`config.mk`:
```
export PLATFORM = sky130hd
export DESIGN_NAME = hpt_cfg
export DESIGN_NICKNAME = d
export VERILOG_FILES = /design/src/rtl/core/hpt_pkg.sv /design/src/rtl/core/hpt_cfg.sv
export SDC_FILE = /design/constraint.sdc
export NUM_CORES = 1
export LEC_CHECK = 0
export ABC_AREA = 1
export BUFFER_PORTS_ARGS = -buffer_cell sky130_fd_sc_hd__clkbuf_2
export CORE_AREA = 4 4 251 253
export CTS_CLUSTER_DIAMETER = 30
export DETAILED_ROUTE_END_ITERATION = 7
export DIE_AREA = 0 0 255 257
export PLACE_DENSITY_LB_ADDON = 0.12
export SYNTH_ARGS = -nofsm -noshare
export SYNTH_HDL_FRONTEND = slang
export SYNTH_SLANG_ARGS = --single-unit
export TNS_END_PERCENT = 20
```
`constraint.sdc`:
```
create_clock -name clk -period 3 [get_ports clk]
set_input_delay 0.45 -clock clk [delete_from_list [all_inputs] [get_ports clk]]
set_output_delay 0.45 -clock clk [all_outputs]
set_load 0.01 [all_outputs]
```
`src/rtl/core/hpt_pkg.sv`:
```
// ----------------------------------------------------------------------------
// hpt_pkg: shared types and constants of the point transform
// Item structs, register map and width helpers.
// ----------------------------------------------------------------------------
package hpt_pkg;

  localparam int COORD_WIDTH_DEF = 32;
  localparam int FRAC_BITS_DEF   = 16;
  localparam int NUM_REGS        = 8;
  localparam int REG_W           = 64;
  localparam int ADDR_W          = 6;

  // register reset values give the identity matrix at Q16.16
  localparam logic [REG_W-1:0] REG_RESET [NUM_REGS] = '{
    64'd65536, 64'd0, 64'd281474976710656, 64'd0,
    64'd0, 64'd65536, 64'd0, 64'd281474976710656
  };

  typedef struct packed {
    logic signed [31:0] in_x;
    logic signed [31:0] in_y;
    logic signed [31:0] in_z;
  } in_item_t;

  typedef struct packed {
    logic signed [31:0] out_x;
    logic signed [31:0] out_y;
    logic signed [31:0] out_z;
    logic               w_zero;
    logic               saturated;
  } out_item_t;

  typedef struct packed {
    logic vld;
    logic wz;
  } lane_ctrl_t;

  // width of an exact row sum: products and shifted offset plus two carry bits
  function automatic int sum_w(input int cw, input int fb);
    return ((2 * cw > cw + fb) ? 2 * cw : cw + fb) + 2;
  endfunction

endpackage

```
`src/rtl/core/hpt_cfg.sv`:
```
// ----------------------------------------------------------------------------
// hpt_cfg: matrix coefficient registers
// APB-style write/read port onto eight 64-bit registers.
// ----------------------------------------------------------------------------
module hpt_cfg (
  input  logic                        clk,
  input  logic                        rst_n,
  input  logic                        cfg_psel,
  input  logic                        cfg_penable,
  input  logic                        cfg_pwrite,
  input  logic [hpt_pkg::ADDR_W-1:0]  cfg_paddr,
  input  logic [hpt_pkg::REG_W-1:0]   cfg_pwdata,
  output logic [hpt_pkg::REG_W-1:0]   cfg_prdata,
  output logic                        cfg_pready,
  output logic [hpt_pkg::REG_W-1:0]   regs_o [hpt_pkg::NUM_REGS]
);

  logic [hpt_pkg::REG_W-1:0] regs_r [hpt_pkg::NUM_REGS];
  logic [2:0]                idx;
  logic                      wr_en;

  assign idx        = cfg_paddr[5:3];
  assign wr_en      = cfg_psel && cfg_penable && cfg_pwrite;
  assign cfg_pready = 1'b1;
  assign cfg_prdata = regs_r[idx];
  assign regs_o     = regs_r;

  // write on the access phase of a transfer
  always_ff @(posedge clk) begin
    if (!rst_n) begin
      regs_r <= hpt_pkg::REG_RESET;
    end else if (wr_en) begin
      regs_r[idx] <= cfg_pwdata;
    end
  end

endmodule

```
==> metrics.csv, run 1 <==
stage,metric,value,unit
finish,largest_reg_flops,512,
cts,worstSkewPairLatency,0.69,ns
global_routing,grt_overflow,0,
sta,skew,0,ns
power,seqPwrFrac,28.9,%
cts,clockBufferDepth,3,
power,power_frac_comb,5.7,%
floorplan,start_util,41.3,%
yosys,syn-instance-count,4281,
yosys,yosysWarnings,0,
route,via_count,28400,
finish,drive_gt1_share,19.5,%
finish,fin_cells,5740,
cts,cts_tree,done,
finish,seq_area,10200,um^2
route,viasPerCell,4.94,
place,globalplace.congestion,0.877,
critical_path,cpPeakStageDelay,0.42,ns
yosys,synthesis.nets,4356,
cts,htreeDepth,4,
floorplan,core.rowCount,91,
sta,setup_viol,0,
finish,fin_nets,4917,
finish,fill_cells,6225,
critical_path,crit_slowest_cell,buf_12,
finish,areaGrowthSynthToFinish,34.8,%
sta,period_share,86.2,%
power,cellLeakagePower,17.4,nW
finish,fin_area,34000,um^2
sta,min_period,2.58,ns
floorplan,fp.dieW,255,um
yosys,synth_area_per_cell,5.89,um^2
cts,cts.clk_slew.worst_paths,0.04,ns
global_routing,met2_usage,49.7,%
run_status,status,completed,
critical_path,reg2reg_slack,2.30,ns
finish,multi_input_area,13200,um^2
floorplan,core,61000,um^2
cts,cts_buffers,136,
sta,worst_slack,0.415,ns
power,clockPowerShare,65.4,%
worst_hold_path,min_path_type,in -> reg,
sta,maxSlewViolCount,0,
yosys,syn-cell-area,25200,um^2
cts,numClockSinks,512,
route,drt_pass1_iterations,6,
sta,fmax,0.387,GHz
route,drc_errors,0,
global_routing,use_met1,38.6,%
route,wl_per_cell,18.4,um
global_routing,grt_max_degree,128,
place,dp_hpwl,67.4,mm
floorplan,die_y,257,um
sta,tightest_slew,1.21,ns
critical_path,cp_common_cell,nand2_1,
critical_path,cp-start-kind,input pin,
cts,ctsResizeCount,0,
critical_path,critPathCaptureType,output port,
critical_path,r2r-end,regs_o[144],
place,place_ws,0.333,ns
sta,setup-tns-final,0,ns
global_routing,grt_use_met3,8.82,%
place,portBuffers,647,
critical_path,required,2.55,ns
critical_path,crit_path_max_fanout,127,
power,vdd_ir_drop_max,0.479,mV
place,dp.cells,5494,
critical_path,critPathArrivalTime,2.13,ns
sta,rsz0062_at_grt,no,
route,dr.first_iter.drc_count,2165,
worst_hold_path,worstHoldStart,cfg_pwdata[16],
critical_path,crit_type,in -> out,
yosys,yosysUniqueCellTypes,17,
worst_hold_path,whs_endpoint,regs_o[464],
floorplan,ios,652,
power,power_density,714,nW/um^2
job,maxCapViolations,0,
sta,slew_headroom,18.8,%
finish,final_common_cell,nand2_1,
power,p_switching,5.51,mW
global_routing,top_usage_layer,met2,
critical_path,r2r_cells,2,
yosys,synth-seq-cells,512,
global_routing,grtUsageTotal,31.0,%
global_routing,grt_pass1_vias,25600,
critical_path,worstPathCellList,buf_6 -> inv_4 -> buf_12 -> nand2_1 -> nand2_1 -> nand2_1 -> nand2_1 -> clkbuf_2,
global_routing,grt_pass1_wl,158,mm
route,detail-route-antenna-nets,0,
floorplan,die-area,65500,um^2
power,intPower,18.7,mW
power,p_sw_share,22.7,%
cts,cts_root_buffer,clkbuf_16,
cts,postCtsSetupBuffers,0,
cts,postCtsHoldBufs,0,
finish,final_cell_mix,"2101 x nand2_1, 1021 x nor2_1, 643 x clkbuf_2",
yosys,ys_seq_area_share,40.7,%
sta,hold_violations,0,
route,routed_wl,106,mm
worst_hold_path,min_path_cells,3,
global_routing,antenna_found_initial,2,
critical_path,r2r_start,regs_o[144],
place,dpl_cell_area,28900,um^2
-- power by group through the flow --
stage          clock network [mW]  logic, mW  registers [mW]
2_1_floorplan                   0      0.801            7.14
5_1_grt                      16.4       1.51            7.01
3_3_place_gp                    0       1.37            7.12
4_1_cts                      16.0       1.38            7.01
6_report                     15.9       1.38            7.01
3_5_place_dp                    0       1.37            7.12
-- critical path: cells and delay by family --
kind | cells | cell delay, ns
simple gates | 4 | 0.53
buf+inv | 4 | 0.83
-- logic make-up after synthesis --
kind of cell	after synthesis	synth area share [%]
simple gates	3405	52.3
flops	512	40.7
buf+inv	359	6.91
compound gates	4	0.0794
other cells	1	0.0149
-- per-stage QoR --
| step | utilization (%) | hold slack, ns | total power, mW |
|---|---|---|---|
| 2_1_floorplan | - | 0.511 | 7.94 |
| 3_3_place_gp | 47.4 | 0.487 | 8.49 |
| 3_5_place_dp | 47.4 | 0.490 | 8.50 |
| 4_1_cts | 55.6 | 0.00959 | 24.4 |
| 5_1_grt | 55.6 | 0.0390 | 24.9 |
| 6_report | 55.6 | 0.0536 | 24.2 |
-- layer usage --
| layer | vias up | wire length [um] |
|---|---|---|
| met3 | 254 | 9050 |
| li1 | 14100 | - |
| met1 | 12900 | 43100 |
| met5 | - | 7 |
| met2 | 1180 | 48600 |
| met4 | 2 | 4730 |
-- cell usage after synthesis --
master    instances  share of area [%]
nor2_2            7               0.17
nand2_1        2101                 31
nor2_4            5               0.22
inv_2             3              0.045
clkbuf_1         89                1.3
buf_6            17               0.76
buf_4            26               0.77
buf_1            23               0.34
inv_1            66               0.98
nand3_1         265                5.3
o21ai_0           4              0.079
buf_2           135                2.7
nand3_2           1              0.040
nand4_1           4              0.099
nor2_1         1022                 15
dfxtp_1         512                 41
conb_1            1              0.015
-- how the worst max path moves through the flow --
stage / start / to / cells after the start
floorplan: cfg_paddr[5] / cfg_prdata[10] / 6
global placement: cfg_paddr[4] / regs_o[449] / 8
detailed placement: cfg_paddr[4] / regs_o[511] / 8
CTS: cfg_paddr[3] / cfg_prdata[48] / 10
global route: cfg_paddr[4] / cfg_prdata[17] / 8
finish: cfg_paddr[4] / cfg_prdata[17] / 8
-- layout make-up --
cell class | count | area share (%)
flip-flops and latches | 512 | 30.2
repair buffers | 713 | 12.3
well taps | 790 | 2.91
inverters | 69 | 0.818
multi-input cells | 3410 | 39.0
clock inverters | 67 | 3.21
diodes | 1 | 0.00737
clock buffers | 178 | 11.6
No activity file was read; power rests on OpenSTA's default activity.
==> inputs of run 2 (changes only) <==
--- a/config.mk
+++ b/config.mk
@@ -7,10 +7,10 @@
 export LEC_CHECK = 0
 export ABC_AREA = 1
 export BUFFER_PORTS_ARGS = -buffer_cell sky130_fd_sc_hd__clkbuf_2
-export CORE_AREA = 4 4 251 253
+export CORE_AREA = 4 4 253 255
 export CTS_CLUSTER_DIAMETER = 30
 export DETAILED_ROUTE_END_ITERATION = 7
-export DIE_AREA = 0 0 255 257
+export DIE_AREA = 0 0 257 259
 export PLACE_DENSITY_LB_ADDON = 0.12
 export SYNTH_ARGS = -nofsm -noshare
 export SYNTH_HDL_FRONTEND = slang
==> constraint.sdc (replaced) <==
create_clock -name clk -period 2.2 [get_ports clk]
set_input_delay 0.33 -clock clk [delete_from_list [all_inputs] [get_ports clk]]
set_output_delay 0.33 -clock clk [all_outputs]
set_load 0.01 [all_outputs]
==> metrics.csv, run 2 (synthesis gave the netlist of run 1 again) <==
stage,metric,value,unit,change
critical_path,required,1.87,ns,-0.68 ns
critical_path,r2r_start,regs_o[481],,
floorplan,ios,652,,unchanged
global_routing,grt_pass1_vias,25800,,+0.84%
finish,fin_nets,4939,,+0.45%
sta,hold_ws,0.0592,ns,+0.00569 ns
cts,cts.clk_slew.worst_paths,0.05,ns,about the same
place,globalplace.congestion,0.865,,-1.4%
floorplan,fp.dieW,257,um,+0.78%
finish,final_cell_mix,"2101 x nand2_1, 1021 x nor2_1, 643 x clkbuf_2",,
place,dpl_cell_area,29400,um^2,+1.5%
critical_path,critPathArrivalTime,1.76,ns,-0.37 ns
finish,final_common_cell,nand2_1,,
finish,largest_reg_flops,512,,unchanged
cts,worstSkewPairLatency,0.70,ns,about the same
sta,skew,0,ns,unchanged
critical_path,cp-start-kind,register,,
route,via_count,28400,,+0.26%
sta,hold_violations,0,,unchanged
route,wl_per_cell,18.1,um,-1.7%
finish,n_antenna_cell,0,,-1
run_status,status,completed,,
cts,htreeDepth,4,,unchanged
critical_path,crit_type,reg -> out,,
critical_path,critPathCaptureType,output port,,
critical_path,crit_path_start,regs_o[71],,
route,drt_pass1_iterations,5,,-1
place,dp_hpwl,68.7,mm,+2.0%
sta,worst_slack,0.108,ns,-0.307 ns
route,drc_errors,0,,unchanged
global_routing,antenna_found_initial,1,,-1
global_routing,grt_pass1_wl,158,mm,+0.33%
finish,areaGrowthSynthToFinish,35.7,%,
critical_path,critPathCapture,cfg_prdata[7],,
floorplan,core.rowCount,91,,unchanged
global_routing,grt_overflow,0,,unchanged
sta,min_period,2.09,ns,
floorplan,start_util,40.9,%,-0.38 points
sta,period_share,95.1,%,
sta,rsz0062_at_grt,no,,
cts,numClockSinks,512,,unchanged
sta,setup-tns-final,0,ns,unchanged
cts,clockBufferDepth,3,,unchanged
critical_path,crit_path_max_fanout,3,,-98%
floorplan,core,61600,um^2,+0.93%
finish,drive_gt1_share,19.6,%,+0.17 points
finish,fin_area,34200,um^2,+0.73%
place,place_ws,0.203,ns,-0.130 ns
route,routed_wl,105,mm,-0.59%
sta,setup_viol,0,,unchanged
cts,cts_buffers,135,,-0.74%
job,maxCapViolations,0,,unchanged
worst_hold_path,worstHoldStart,cfg_pwdata[12],,
route,dr.first_iter.drc_count,2348,,+8.5%
place,portBuffers,647,,unchanged
sta,maxSlewViolCount,0,,unchanged
power,cellLeakagePower,17.4,nW,about the same
route,viasPerCell,4.90,,-0.84%
cts,cts_root_buffer,clkbuf_16,,
critical_path,reg2reg_slack,1.50,ns,-0.80 ns
route,detail-route-antenna-nets,0,,unchanged
global_routing,grtUsageTotal,30.3,%,-0.71 points
power,power_density,940,nW/um^2,+32%
power,vdd_ir_drop_max,0.662,mV,+38%
floorplan,die_y,259,um,+0.78%
cts,cts_tree,done,,
global_routing,grt_max_degree,90,,-30%
sta,fmax,0.478,GHz,
floorplan,die-area,66600,um^2,+1.6%
critical_path,r2r-end,regs_o[481],,
finish,final_util,55.5,%,-0.11 points
worst_hold_path,min_path_type,in -> reg,,
critical_path,r2r_cells,2,,unchanged
[run 2: worst min path at each step]
stage,endpoint,slack (ns),depth (start not counted)
final,regs_o[12],0.06,5
after CTS,regs_o[12],0.02,5
after detailed placement,regs_o[40],0.49,2
after global routing,regs_o[279],0.06,5
after global placement,regs_o[266],0.49,2
after floorplan,regs_o[144],0.46,2
[run 2: metrics by stage]
stage / instances / power [mW]
2_1_floorplan: 4281 / 10.8
3_3_place_gp: 5561 / 11.6
5_1_grt: 5804 / 33.1
6_report: 5804 / 32.2
3_5_place_dp: 5561 / 11.7
4_1_cts: 5804 / 32.4
[run 2: layer usage]
layer  global-route usage [%]  part of all wire, %
met4                     12.6                  3.8
met2                     49.4                   46
met1                     38.4                   42
met5                        0                0.012
met3                     7.50                  8.1
[run 2: power by group]
| part | switching, mW | total (mW) | leakage, nW | internal (mW) |
|---|---|---|---|---|
| clock network | 6.15 | 20.7 | 2.30 | 14.5 |
| registers | 0.118 | 9.55 | 4.13 | 9.44 |
| logic | 1.38 | 1.96 | 10.9 | 0.579 |
[run 2: layout make-up]
cell class / count / area [um^2]
Clock buffer: 175 / 3770
Clock inverter: 65 / 1040
Fill cell: 6262 / 27400
Inverter: 69 / 278
Multi-Input combinational cell: 3410 / 13200
Sequential cell: 512 / 10300
Tap cell: 837 / 1050
Timing Repair Buffer: 736 / 4570
[run 2: repair_timing]
item                                   CTS  global route
setup endpoints to repair                0             2
endpoints found under the hold margin   33             0
setup buffers                            0             0
hold buffers                             3             0
gates resized for setup                  0             2
[run 2: worst max-delay path: stages (launching register included)]
cell	delay (ns)
dfxtp_1	0.44
nand2_1	0.09
nand2_1	0.06
nand2_1	0.04
nand2_1	0.07
nand2_1	0.05
nand2_1	0.15
clkbuf_2	0.17
